--- src/design/assert_macros.svh ---
// Assertion macros shared by the sampler RTL.
// Bodies vanish when SYNTHESIS is defined.
`ifndef ASSERT_MACROS_SVH
`define ASSERT_MACROS_SVH
`ifndef SYNTHESIS
`define KVS_ASSERT(label, cond) \
  label: assert property (@(posedge clk) disable iff (rst) (cond)) else $error("assert failed");
`define KVS_IMPLIES(label, pre, post) \
  label: assert property (@(posedge clk) disable iff (rst) (pre) |-> (post)) \
    else $error("assert failed");
`else
`define KVS_ASSERT(label, cond)
`define KVS_IMPLIES(label, pre, post)
`endif
`endif

--- src/design/kvs_pkg.sv ---
// Package for the keyframe vector sampler: sizes, codes, queue entry and state types.
// No dependencies.
package kvs_pkg;
  localparam int MaxKeys = 64;
  localparam int IdxW = $clog2(MaxKeys);
  localparam int CntW = 7;

  localparam logic [1:0] HitInside = 2'd0;
  localparam logic [1:0] HitBefore = 2'd1;
  localparam logic [1:0] HitAfter  = 2'd2;
  localparam logic [1:0] HitEmpty  = 2'd3;

  localparam logic KindLoad  = 1'b0;
  localparam logic KindQuery = 1'b1;

  localparam logic [0:0] RegInterpMode = 1'd0;
  localparam logic [0:0] RegKeyCount   = 1'd1;

  typedef struct packed {
    logic             kind;
    logic [IdxW-1:0]  key_index;
    logic [31:0]      time_value;
    logic [31:0]      in_x;
    logic [31:0]      in_y;
    logic [31:0]      in_z;
  } item_t;

  typedef enum logic [3:0] {
    S_IDLE, S_RD0, S_CHK0, S_RDL, S_CHKL, S_SCAN, S_SCANW, S_DIV,
    S_MUL, S_SUM, S_EMIT, S_OUT
  } state_t;
endpackage

--- src/design/kvs_front.sv ---
// Front end: accepts items and queues them in a two-entry FIFO for the back end.
// Uses kvs_pkg and assert_macros.svh.
`include "assert_macros.svh"
module kvs_front (
  input  logic           clk,
  input  logic           rst,
  input  logic           in_valid,
  output logic           in_ready,
  input  kvs_pkg::item_t in_data,
  output logic           q_valid,
  input  logic           q_pop,
  output kvs_pkg::item_t q_data
);
  import kvs_pkg::*;
  item_t    slots [2];
  logic     wptr, rptr;
  logic [1:0] fill;
  logic     push;

  assign in_ready = (fill != 2'd2);
  assign push     = in_valid && in_ready;
  assign q_valid  = (fill != 2'd0);
  assign q_data   = slots[rptr];

  // advance pointers and fill count
  always_ff @(posedge clk) begin
    if (rst) begin
      wptr <= 1'b0;
      rptr <= 1'b0;
      fill <= 2'd0;
    end else begin
      if (push) wptr <= ~wptr;
      if (q_pop && q_valid) rptr <= ~rptr;
      fill <= fill + {1'b0, push} - {1'b0, q_pop && q_valid};
    end
  end

  // hold payloads
  always_ff @(posedge clk) begin
    if (push) slots[wptr] <= in_data;
  end

  `KVS_ASSERT(a_fill_max, fill != 2'd3)
  `KVS_IMPLIES(a_full_stall, fill == 2'd2, !in_ready)
  `KVS_IMPLIES(a_ptr_eq, fill == 2'd0, wptr == rptr)
endmodule

--- config.mk ---
export PLATFORM = sky130hd
export DESIGN_NAME = kvs_front
export DESIGN_NICKNAME = d
export VERILOG_FILES = /design/src/design/kvs_pkg.sv /design/src/design/kvs_front.sv
export VERILOG_INCLUDE_DIRS = /design/src /design/src/design
export SDC_FILE = /design/constraint.sdc
export NUM_CORES = 1
export LEC_CHECK = 0
export BUFFER_PORTS_ARGS = -buffer_cell sky130_fd_sc_hd__buf_2
export CAP_MARGIN = 20
export CORE_ASPECT_RATIO = 1.2
export CORE_UTILIZATION = 41
export CTS_BUF_LIST = sky130_fd_sc_hd__clkbuf_4 sky130_fd_sc_hd__clkbuf_8
export DETAILED_ROUTE_END_ITERATION = 12
export GPL_ROUTABILITY_DRIVEN = 0
export PLACE_DENSITY = 0.64
export SYNTH_ARGS = -nofsm -noshare
export SYNTH_HDL_FRONTEND = slang
export SYNTH_SLANG_ARGS = --single-unit
export TNS_END_PERCENT = 10
--- constraint.sdc ---
create_clock -name clk -period 8.45 [get_ports clk]
set_input_delay 1.69 -clock clk [delete_from_list [all_inputs] [get_ports clk]]
set_output_delay 1.69 -clock clk [all_outputs]
set_load 0.05 [all_outputs]
### Word level (Yosys, flattened, before mapping)

Memories as Yosys holds them, arrays and structs flattened. A register that Yosys moved wholly into a read port is not among the register bits.
Index checks and enable logic that the tools add are counted.

| word-level totals | value |
|---|---|
| output and inout port bits | 137 |
| logic and storage cells | 16 |
| memories kept | 1 |
| memory bits (writable) | 270 |
| register bits | 4 |
| input bits | 139 |

Memory list:

| name | depth | width | read ports | clocked after Yosys merged registers in | write ports | line | text |
|---|---|---|---|---|---|---|---|
| slots | 2 | 135 | 1 | 1 | 1 | kvs_front.sv:15 | `item_t slots [2];` |

| cells by class | value |
|---|---|
| $add $sub $neg | 2 |
| multiplexer cells | 4 |
| reductions and logical operators | 3 |
| eq/ne operators | 1 |
| bitwise gates (word level) | 2 |

Operator list:

| kind | number |
|---|---|
| $mux W1 | 4 |
| $add A2 B1 Y2 | 1 |
| $logic_and A1 B1 Y1 | 2 |
| $ne A2 B2 Y1 const B | 1 |
| $not A1 Y1 | 2 |
| $reduce_bool A2 Y1 | 1 |
| $sub A2 B1 Y2 | 1 |

### Longest topological paths before layout

Gate-level depths: netlist of run 1.

| logic depth | value |
|---|---|
| word-level depth | 4 |
| gate-level depth with buffers | 8 |
| gate-level depth less buffers | 8 |

### Worst setup path before layout of run 1

Ideal clock, no wire load.

| timing | value |
|---|---|
| kind | in2reg |
| from | in in_valid |
| to | mem slots[0][0] (netlist bit) (enable) |
| arrival time | 7.405 ns |
| slack | 0.414 ns |
| data required time | 7.818 ns |
| setup time | 0.632 ns |
| buffers on the path | 0 |
| stages | 2 |
| path through | nand2_1 nor2_1 |

| between the ends | value |
|---|---|
| word-level cells in the longest chain between the ends | 3 |

Ends and longest elaborated chain:

| item | line | text |
|---|---|---|
| start: declaration | kvs_front.sv:7 | `input logic in_valid,` |
| $logic_and A1 B1 Y1 | kvs_front.sv:21 | `assign push = in_valid && in_ready;` |
| $mux W1 | kvs_front.sv:40 | `if (push) slots[wptr] <= in_data;` |
| $mux W1 (implied by the code) | kvs_front.sv:40 |  |
| end: declaration | kvs_front.sv:15 |  |

No other way between the ends.

==> summary.txt, run 1 <==
Status
  • Status: finished, final reports clean

Clock tree
  • Clock-pin slew on the worst setup and hold paths: 50 ps
  • Clock Root Buffer: sky130_fd_sc_hd__clkbuf_8
  • Hold_buf cts: 0
  • Post-CTS setup buffers: 0
  • Number of levels in the clock H-tree: 2
  • TritonCTS clock tree: done
  • Number of buffers created by CTS: 42
  • Buffer levels on the longest clock path: 3
  • Post_cts resized: 0
  • Sinks on Clock Net: around 280
  • Clock network latency to the later pin of the worst-skew pair: 510 ps

Job
  • Max Cap Viol: 0

Logic synthesis
  • Largest family of logic cells by synthesized area: multiplexers
  • Mapped Avg Cell Area: 22.9 um^2
  • Adder and majority cell fraction of the synthesized area: less than 1%
  • EDFF count, synth: 270
  • Post-Syn Area: 10200 um^2
  • Cell count after synthesis: approximately 440
  • Number of distinct library cells after synthesis: 17
  • Leading cell type by number of instances after synthesis: sky130_fd_sc_hd__edfxtp_1
  • Top cell type's share of synthesized area: roughly 80%
  • Simple-gate area share of the yosys netlist: less than 1%
  • Syn Nets: between 500 and 600
  • Number of warning messages in the yosys log: 0
  • Commonest cells in the synthesized netlist: 270 x sky130_fd_sc_hd__edfxtp_1, 86 x sky130_fd_sc_hd__mux2_2, 50 x sky130_fd_sc_hd__mux2_4
  • Compound-gate portion of the synthesized area: 0.0739%
  • Main flop type after synthesis: sky130_fd_sc_hd__edfxtp_1
  • Number of storage elements in the synthesis netlist: 275
  • Share of synthesized area occupied by flip-flops and latches: a little over 80%
  • Parity-gate share of the synthesized area counting xor and xnor cells: less than 1%
  • Share of synthesized registers carrying an async set or reset: 0%
  • Main area contributors after synthesis: sky130_fd_sc_hd__edfxtp_1 80%, sky130_fd_sc_hd__mux2_2 9.5%, sky130_fd_sc_hd__mux2_4 7.4%
  • Area leader, netlist: sky130_fd_sc_hd__edfxtp_1
  • Mux cell area share after synthesis: 16.9%

Setup path
  • Required time worst endpoint: 6760 ps
  • Kind of critical path: reg -> out
  • CP Capture Type: output port
  • Max incr delay on CP: 840 ps
  • CP Cell Sequence: buf_4 > mux2_2 > buf_2
  • Crit Path Max Fanout: 60
  • Critical-path top delay cell: sky130_fd_sc_hd__buf_4
  • Family with the most delay on the worst path: buffers and inverters
  • Category of the worst setup path launch point: flip-flop
  • Arrival time of data at the critical path endpoint: 2500 ps
  • Buffering stage count on the worst path with inverters included: 2

Route
  • Iter 0 DRT Violations: 141
  • Vias: 5173
  • Residual DRC count: 0
  • Post-detailed-route count of antenna-violating nets: 0
  • Length of the first detailed-routing pass in iterations: 4
  • WL final: 19400 um
  • Via count normalized by instance count: 4.68
  • WL per Instance: 17.6 um

Global route
  • Overall overflow remaining after global route: 0
  • Number of global-route vias before repair: approximately 5600
  • First-pass GRT wire length: 29400 um
  • Top Usage Layer GRT: met2
  • Number of antenna violations at the first check in global routing: 5
  • Global Route met1 Usage: between 10% and 20%
  • All-Layer GR Usage: 15.1%
  • Routing usage on met2: 25.9%
  • Pin count of the biggest net entering global routing: 82
  • Met3 Usage GRT: 5.96%

Floorplanning
  • Number of primary I/O pins: between 200 and 300
  • Die boundary height: 174 um
  • FP Rows: slightly above 60
  • Overall die area: ~25000 um^2
  • Starting Density: 42.1%
  • Overall die width: 146 um
  • Core outline area: 24100 um^2

STA
  • Highest achievable clock rate: 0.239 GHz
  • Final critical-path share of the clock period: 49.6%
  • Number of max-slew violations in the final report: 0
  • Final TNS setup: 0 ps
  • Final Hold Fails: 0
  • Max_slew headroom: 32.5%
  • RSZ-0062 raised after global routing: no
  • Slew at the pin with the worst max-slew slack: 1010 ps
  • Endpoints failing setup: 0
  • Final worst path period need: 4190 ps
  • Clock tree skew after final layout: 7.78 ps

Place
  • DPL Wire Length: roughly 13000 um
  • Placed Area: about 12000 um^2
  • Number of I/O port buffers: 275

Layout
  • Layout Cell Area excl Fill: 12700 um^2
  • Number of filler instances in the final layout: 2016
  • Ratio of cells with drive above 1 in the final layout: 61.9%
  • Combined area of the multi-input logic cells: 1840 um^2
  • Area growth from synthesis to layout: 25.4%
  • Total area of sequential cells: 8210 um^2
  • Net count reported at finish: 896

Power and ir drop
  • Worst supply voltage drop on vdd: 0.000216 V
  • Pwr per Cell Area: 337 nW/um^2
  • Static Leakage: ~4.9 nW

Hold path
  • Class of the worst hold path: reg -> reg
[cells by family after synthesis]
family / count (synthesis)
flip-flops: 275
adder cells (fa/ha/maj): 2
AND/OR/NAND/NOR: 11
multiplexers: 136
AO/OA/AOI/OAI: 1
buffers and inverters: 16
XOR/XNOR: 3
[layer usage]
layer	vias to the layer above	wire, um
li1	2395	-
met1	2520	7590
met2	209	9710
met3	43	1590
met4	6	482
met5	-	39
[cell usage in the layout (no fill, tap or decap)]
cell and n:
sky130_fd_sc_hd__buf_2 275, sky130_fd_sc_hd__edfxtp_1 270, sky130_fd_sc_hd__mux2_2 86, sky130_fd_sc_hd__mux2_4 50, sky130_fd_sc_hd__clkbuf_8 45, sky130_fd_sc_hd__clkbuf_4 17, sky130_fd_sc_hd__clkinv_1 10, sky130_fd_sc_hd__nor2_1 4
sky130_fd_sc_hd__dfxtp_1 4, sky130_fd_sc_hd__buf_4 4, sky130_fd_sc_hd__buf_16 3, sky130_fd_sc_hd__nor2b_1 2, sky130_fd_sc_hd__xnor2_1 2, sky130_fd_sc_hd__ha_1 2, sky130_fd_sc_hd__clkinv_2 2, sky130_fd_sc_hd__diode_2 1
sky130_fd_sc_hd__o21a_1 1, sky130_fd_sc_hd__nand2b_1 1, sky130_fd_sc_hd__nand2_1 1, sky130_fd_sc_hd__or2_2 1, sky130_fd_sc_hd__inv_1 1, sky130_fd_sc_hd__and3_4 1, sky130_fd_sc_hd__nor2_4 1, sky130_fd_sc_hd__xor2_1 1
sky130_fd_sc_hd__dfxtp_4 1
[flip-flops by register name, summed over array words and instances (netlist names), named ones only]
register  flops
fill          2
rptr          1
slots       270
wptr          1
[metrics by stage]
| stage | hold WS, ps | util [%] | setup WS (ps) | total power [mW] | instances |
|---|---|---|---|---|---|
| 2_1_floorplan | 481 | - | 414 | 3.03 | 444 |
| 3_3_place_gp | 496 | 49.2 | 4110 | 3.28 | 1028 |
| 3_5_place_dp | 545 | 49.2 | 4050 | 3.30 | 1028 |
| 4_1_cts | 563 | 52.5 | 3460 | 4.35 | 1102 |
| 5_1_grt | 598 | 52.8 | 4090 | 4.48 | 1105 |
| 6_report | 557 | 52.8 | 4260 | 4.30 | 1106 |
[path summary, 6_finish.rpt]
path	start	endpoint	cells past startpoint	slack, ps
worst min-delay path	rptr	flip-flop	2	560
worst max-delay path	flip-flop	q_data[45]	3	4260
worst min register to register	rptr	flip-flop	2	560
worst max register to register	fill[0]	slots[0][100]	5	6090
[layout make-up]
cell class / instances / area share, %
diodes: 1 / 0.0196
flip-flops and latches: 275 / 64.4
clock buffers: 62 / 5.86
well taps: 320 / 3.14
clock inverters: 12 / 0.373
repair buffers: 282 / 11.7
multi-input cells: 153 / 14.5
inverters: 1 / 0.0294
[power breakdown]
part           switching [mW]  internal, mW
clock                   0.462         0.562
sequential             0.0524          1.71
combinational            1.07         0.443
total                    1.58          2.72
[worst min-delay path, delay by kind of cell, from the launching register on]
kind / cells / cell delay, ps
DFF: 1 / 330
xor gates and xnor gates: 1 / 90
and+or+nand+nor: 1 / 90
No activity file was read; power rests on OpenSTA's default activity.
==> run 2, diff against run 1 <==
- clock period: 8.45 -> 3.5 ns (I/O delays scaled with it)
==> run 2 against run 1 <==
  * Clock power grew to 2.5 times the previous value
  * Largest cell class unchanged
  * Critical path depth is the same
  * Cell count shrank 0.36%
  * Non-clock buffer count is the same
  * First-iteration DRC count grew 57%
  * Sequential share of layout area shrank 0.31 points
  * Routed wire length shrank 0.51%
  * Combinational power grew 140%
  * Hold slack lost 210 ps
==> summary.txt, run 2 (synthesized netlist as in run 1, its figures left out) <==
Layout
  • Area growth from synthesis to layout: 26.0% (was 25.4%)
  • Most common cell after layout, fill and taps aside: sky130_fd_sc_hd__buf_2 (unchanged)
  • Post-layout utilization of the core: 53.1% (was 52.8%)
  • Commonest cells after routing, fill and taps aside: 275 x sky130_fd_sc_hd__buf_2, 270 x sky130_fd_sc_hd__edfxtp_1, 86 x sky130_fd_sc_hd__mux2_2 (unchanged)
  • Ratio of cells with drive above 1 in the final layout: 62.1% (was 61.9%)
  • Net count reported at finish: 897 (was 896)
  • Post-route non-filler standard cell count: 1102 (was 1106)
  • Largest registers: slots: 270 flops, fill: 2 flops (unchanged)
  • Diode insertion count for antenna repair: 0 (was 1)
  • Most flop-heavy register: slots (unchanged)
  • Number of flip-flops in the largest register: 270 (unchanged)

STA
  • Highest achievable clock rate: 0.367 GHz
  • Max_slew headroom: 67.2% (was 32.5%)
  • Final worst path period need: 2720 ps
  • RSZ-0062 raised after global routing: no (unchanged)
  • Endpoints failing setup: 0 (unchanged)
  • Final critical-path share of the clock period: 77.8%
  • Number of max-slew violations in the final report: 0 (unchanged)
  • Slew at the pin with the worst max-slew slack: 491 ps (was 1010 ps)
  • Clock tree skew after final layout: 26.5 ps (was 7.78 ps)
  • Final Hold Fails: 0 (unchanged)

Setup path
  • Arrival time of data at the critical path endpoint: 2020 ps (was 2500 ps)
  • Required time worst endpoint: 2800 ps (was 6760 ps)
  • Crit Path Max Fanout: 64 (was 60)
  • Reg-to-reg setup timing slack: 1800 ps (was 6090 ps)
  • Capturing point of the worst reg2reg path: slots[1][89] (was slots[0][100])
  • Kind of critical path: reg -> out (unchanged)
  • Category of the worst setup path launch point: flip-flop (unchanged)
  • Number of cell instances on the worst register-to-register path: 3 (was 5)
  • Worst flop-to-flop path startpoint: fill[0] (unchanged)
  • Critical Path Sink: q_data[50] (was q_data[45])
  • CP Capture Type: output port (unchanged)

Clock tree
  • Number of buffers created by CTS: 43 (was 42)
  • Clock-pin slew on the worst setup and hold paths: 70 ps (was 50 ps)
  • Clock Root Buffer: sky130_fd_sc_hd__clkbuf_8 (unchanged)
  • Buffer levels on the longest clock path: 3 (unchanged)
  • Post_cts resized: 0 (unchanged)
  • Hold_buf cts: 0 (unchanged)
  • Clock network latency to the later pin of the worst-skew pair: 530 ps (was 510 ps)
  • Post-CTS setup buffers: 0 (unchanged)
  • TritonCTS clock tree: done (unchanged)
  • Sinks on Clock Net: 275 (unchanged)
  • Number of levels in the clock H-tree: 2 (unchanged)

Route
  • Residual DRC count: 0 (unchanged)
  • Length of the first detailed-routing pass in iterations: 4 (unchanged)
  • WL per Instance: 17.5 um (was 17.6 um)
  • Via count normalized by instance count: 4.71 (was 4.68)
  • Vias: 5191 (was 5173)
  • Iter 0 DRT Violations: 222 (was 141)
  • Post-detailed-route count of antenna-violating nets: 0 (unchanged)
  • WL final: 19300 um (was 19400 um)

Place
  • Cell count after placement: 1031 (was 1028)
  • DPL Wire Length: 12800 um (was 12700 um)
  • Number of I/O port buffers: 275 (unchanged)

Floorplanning
  • Overall die area: 25400 um^2 (unchanged)
  • Die boundary height: 174 um (unchanged)
  • Core outline area: 24100 um^2 (unchanged)
  • Number of primary I/O pins: 276 (unchanged)
  • Starting Density: 42.1% (unchanged)
  • Overall die width: 146 um (unchanged)
  • FP Rows: 62 (unchanged)

Power and ir drop
  • Worst supply voltage drop on vdd: 0.000508 V (was 0.000216 V)
  • Internal cell power: 6.67 mW (was 2.72 mW)
  • Proportion of power drawn by the clock network: 24.5% (was 23.8%)
  • Power, Total: 10.5 mW (was 4.30 mW)
  • Net Switching: 3.81 mW (was 1.58 mW)
  • Sw Share: 36.4% (was 36.8%)
  • Static Leakage: 4.88 nW (was 4.86 nW)
  • Pwr per Cell Area: 819 nW/um^2 (was 337 nW/um^2)
  • Part of the total power dissipated in sequential elements: 40.7% (was 41.1%)
  • Combinational fraction of design power: 34.9% (was 35.1%)

Global route
  • Number of global-route vias before repair: 5599 (was 5580)
  • Overall overflow remaining after global route: 0 (unchanged)
  • First-pass GRT wire length: 29100 um (was 29400 um)
  • Number of antenna violations at the first check in global routing: 0 (was 5)
  • All-Layer GR Usage: 14.9% (was 15.1%)
  • Pin count of the biggest net entering global routing: 69 (was 82)

Status
  • Status: finished, final reports clean (unchanged)

Hold path
  • Class of the worst hold path: in -> reg (was reg -> reg)

Job
  • Max Cap Viol: 0 (unchanged)
[run 2: area by class of cell]
cell class / instances / area (um^2)
fillers: 1968 / 11300
repair buffers: 282 / 1520
clock buffers: 59 / 756
well taps: 320 / 400
clock inverters: 12 / 76.3
flip-flops and latches: 275 / 8210
inverters: 1 / 3.75
multi-input cells: 153 / 1840
[run 2: power groups by stage]
stage	Combinational [mW]	Sequential [mW]	Clock [mW]
finish	3.66	4.26	2.57
CTS	3.70	4.27	2.66
global route	3.81	4.30	2.79
global placement	3.66	4.31	0
floorplan	2.95	4.31	0
detailed placement	3.69	4.33	0
[run 2: metal layers]
layer	up-vias	wire, um	global-route usage, %
li1	2381	-	-
met1	2540	7300	16.5
met2	227	9980	26.2
met3	43	1500	4.88
met4	0	527	6.32
met5	-	0	0
[run 2: worst min path at each step]
stage                startpoint      endpoint  slack [ps]  cells after the start
finish              in_data[31]  slots[1][31]         350                      1
global route        in_data[31]  slots[1][31]         320                      1
CTS                  in_data[9]   slots[1][9]         310                      1
detailed placement         rptr          rptr         550                      2
global placement           rptr          rptr         500                      2
floorplan                  rptr     flip-flop         480                      2
[run 2: worst max-delay path, cell delays in order, from the launching register on]
cell	delay (ps)
sky130_fd_sc_hd__dfxtp_4	460
sky130_fd_sc_hd__buf_12	350
sky130_fd_sc_hd__mux2_2	390
sky130_fd_sc_hd__buf_2	210
[run 2: stage by stage]
| stage | hold slack, ps | worst slack, ps | setup TNS (ps) | cell area (um^2) |
|---|---|---|---|---|
| finish | 351 | 776 | 0 | 12800 |
| detailed placement | 552 | 1300 | 0 | 12000 |
| floorplan | 481 | -1080 | -145340 | 10200 |
| global route | 325 | 669 | 0 | 12800 |
| global placement | 503 | 1320 | 0 | 12000 |
| CTS | 309 | 725 | 0 | 12800 |
==> run 3, diff against run 2 <==
- PLACE_DENSITY: 0.64 -> 0.62
- clock period: 3.5 -> 2.51 ns (I/O delays scaled with it)
==> run 3 against run 2 <==
  * Utilization fell by 0.13 points
  * Hold slack got worse by 190 ps
  * Worst setup slack got worse by 700 ps
  * Global-route usage fell by 0.20 points
  * Critical endpoint is now q_data[76]
  * Combinational power rose by 39%
  * Critical path type unchanged
  * Clock-buffer cell count fell by 1
  * Largest cell class unchanged
  * Critical path depth did not move
  * Clock skew fell by 12 ps
  * Highest routed layer is now met5
==> summary.txt, run 3 (synthesized netlist as in run 1, its figures left out) <==
Status
  • Status: finished, final reports clean (unchanged)

Route
  • Length of the first detailed-routing pass in iterations: 6 (was 4)
  • Residual DRC count: 0 (unchanged)
  • Post-detailed-route count of antenna-violating nets: 0 (unchanged)
  • Iter 0 DRT Violations: 246 (was 222)
  • WL per Instance: 17.1 um (was 17.5 um)
  • WL final: 18900 um (was 19300 um)
  • Vias: 5150 (was 5191)
  • Via count normalized by instance count: 4.65 (was 4.71)

Clock tree
  • Clock-pin slew on the worst setup and hold paths: 70 ps (about the same)
  • Clock network latency to the later pin of the worst-skew pair: 520 ps (was 530 ps)
  • Number of buffers created by CTS: 42 (was 43)
  • Buffer levels on the longest clock path: 3 (unchanged)
  • Number of levels in the clock H-tree: 2 (unchanged)
  • Post_cts resized: 0 (unchanged)
  • TritonCTS clock tree: done (unchanged)
  • Hold_buf cts: 0 (unchanged)
  • Clock Root Buffer: sky130_fd_sc_hd__clkbuf_8 (unchanged)
  • Post-CTS setup buffers: 0 (unchanged)
  • Sinks on Clock Net: 275 (unchanged)

Place
  • Cell count after placement: 1031 (unchanged)
  • Placed Area: 12000 um^2 (about the same)
  • DPL Wire Length: 12300 um (was 12800 um)
  • Number of I/O port buffers: 275 (unchanged)

Floorplanning
  • Number of primary I/O pins: 276 (unchanged)
  • Starting Density: 42.1% (unchanged)
  • Overall die width: 146 um (unchanged)
  • Core outline area: 24100 um^2 (unchanged)
  • Die boundary height: 174 um (unchanged)
  • FP Rows: 62 (unchanged)
  • Overall die area: 25400 um^2 (unchanged)

Global route
  • Routing usage on met2: 25.7% (was 26.2%)
  • Overall overflow remaining after global route: 0 (unchanged)
  • All-Layer GR Usage: 14.7% (was 14.9%)
  • Top Usage Layer GRT: met2 (unchanged)
  • First-pass GRT wire length: 29000 um (was 29100 um)
  • Met3 Usage GRT: 5.30% (was 4.88%)
  • Number of global-route vias before repair: 5625 (was 5599)
  • Number of antenna violations at the first check in global routing: 1 (was 0)
  • Global Route met1 Usage: 16.5% (about the same)
  • Pin count of the biggest net entering global routing: 78 (was 69)

Power and ir drop
  • Worst supply voltage drop on vdd: 0.000674 V (was 0.000508 V)
  • Power, Total: 14.5 mW (was 10.5 mW)
  • Static Leakage: 4.87 nW (was 4.88 nW)
  • Pwr per Cell Area: 1130 nW/um^2 (was 819 nW/um^2)

Layout
  • Ratio of cells with drive above 1 in the final layout: 62.6% (was 62.1%)
  • Largest registers: slots: 270 flops, fill: 2 flops (unchanged)
  • Commonest cells after routing, fill and taps aside: 275 x sky130_fd_sc_hd__buf_2, 270 x sky130_fd_sc_hd__edfxtp_1, 86 x sky130_fd_sc_hd__mux2_2 (unchanged)
  • Layout Cell Area excl Fill: 12800 um^2 (about the same)
  • Number of flip-flops in the largest register: 270 (unchanged)
  • Most common cell after layout, fill and taps aside: sky130_fd_sc_hd__buf_2 (unchanged)
  • Number of filler instances in the final layout: 1980 (was 1968)
  • Area growth from synthesis to layout: 25.7% (was 26.0%)
  • Net count reported at finish: 896 (was 897)
  • Post-route non-filler standard cell count: 1107 (was 1102)
  • Most flop-heavy register: slots (unchanged)

Setup path
  • Kind of critical path: reg -> out (unchanged)
  • Worst flop-to-flop path startpoint: fill[0] (unchanged)
  • Max incr delay on CP: 410 ps (was 460 ps)
  • Category of the worst setup path launch point: flip-flop (unchanged)
  • Buffering stage count on the worst path with inverters included: 2 (unchanged)
  • Critical-path top delay cell: sky130_fd_sc_hd__mux2_2 (was sky130_fd_sc_hd__dfxtp_4)
  • Required time worst endpoint: 2010 ps (was 2800 ps)
  • CP Capture Type: output port (unchanged)
  • Arrival time of data at the critical path endpoint: 1930 ps (was 2020 ps)
  • Crit Path Max Fanout: 72 (was 64)
  • CP Cell Sequence: buf_12 > mux2_2 > buf_2 (unchanged)
  • Family with the most delay on the worst path: buffers and inverters (unchanged)

STA
  • Endpoints failing setup: 0 (unchanged)
  • Final critical-path share of the clock period: 96.8%
  • Final-layout worst hold slack: 162 ps (was 351 ps)
  • Max_slew headroom: 69.2% (was 67.2%)
  • Final Hold Fails: 0 (unchanged)
  • Highest achievable clock rate: 0.412 GHz
  • Slew at the pin with the worst max-slew slack: 462 ps (was 491 ps)
  • Clock tree skew after final layout: 14.6 ps (was 26.5 ps)
  • RSZ-0062 raised after global routing: yes (was no)
  • Number of max-slew violations in the final report: 0 (unchanged)
  • Final worst path period need: 2430 ps
  • Final TNS setup: 0 ps (unchanged)

Job
  • Max Cap Viol: 0 (unchanged)

Hold path
  • Class of the worst hold path: in -> reg (unchanged)
  • Worst min-delay path startpoint: in_data[56] (was in_data[31])
-- run 3: worst paths after layout --
check,end,slack [ps],cells after the start
worst max register to register,slots[1][107],860,3
worst max-delay path,q_data[76],80,3
worst min register to register,rptr,530,2
worst min-delay path,slots[1][56],160,1
-- run 3: layout make-up --
cell class	count	area [um^2]	area share (%)
Sequential cell	275	8210	64.3
Timing Repair Buffer	282	1500	11.8
Multi-Input combinational cell	153	1860	14.6
Clock buffer	58	717	5.61
Clock inverter	17	77.6	0.607
Tap cell	320	400	3.13
Inverter	1	3.75	0.0294
Antenna cell	1	2.50	0.0196
-- run 3: through the flow --
step | util (%) | setup WS, ps
finish | 53.0 | 80.3
global route | 53.0 | -7.77
CTS | 53.0 | 14.9
detailed placement | 49.7 | 608
global placement | 49.7 | 616
floorplan | - | -557
-- run 3: layer usage --
layer	vias to the layer above	routed length, um
met4	2	388
met1	2507	7320
met5	-	17
met2	218	9650
met3	34	1550
li1	2389	-
-- run 3: report_power, final --
| part | total [mW] | switching [mW] | leakage (nW) | internal [mW] |
|---|---|---|---|---|
| combinational | 5.10 | 3.59 | 1.88 | 1.50 |
| sequential | 5.92 | 0.155 | 2.57 | 5.77 |
| clock | 3.47 | 1.62 | 0.427 | 1.85 |
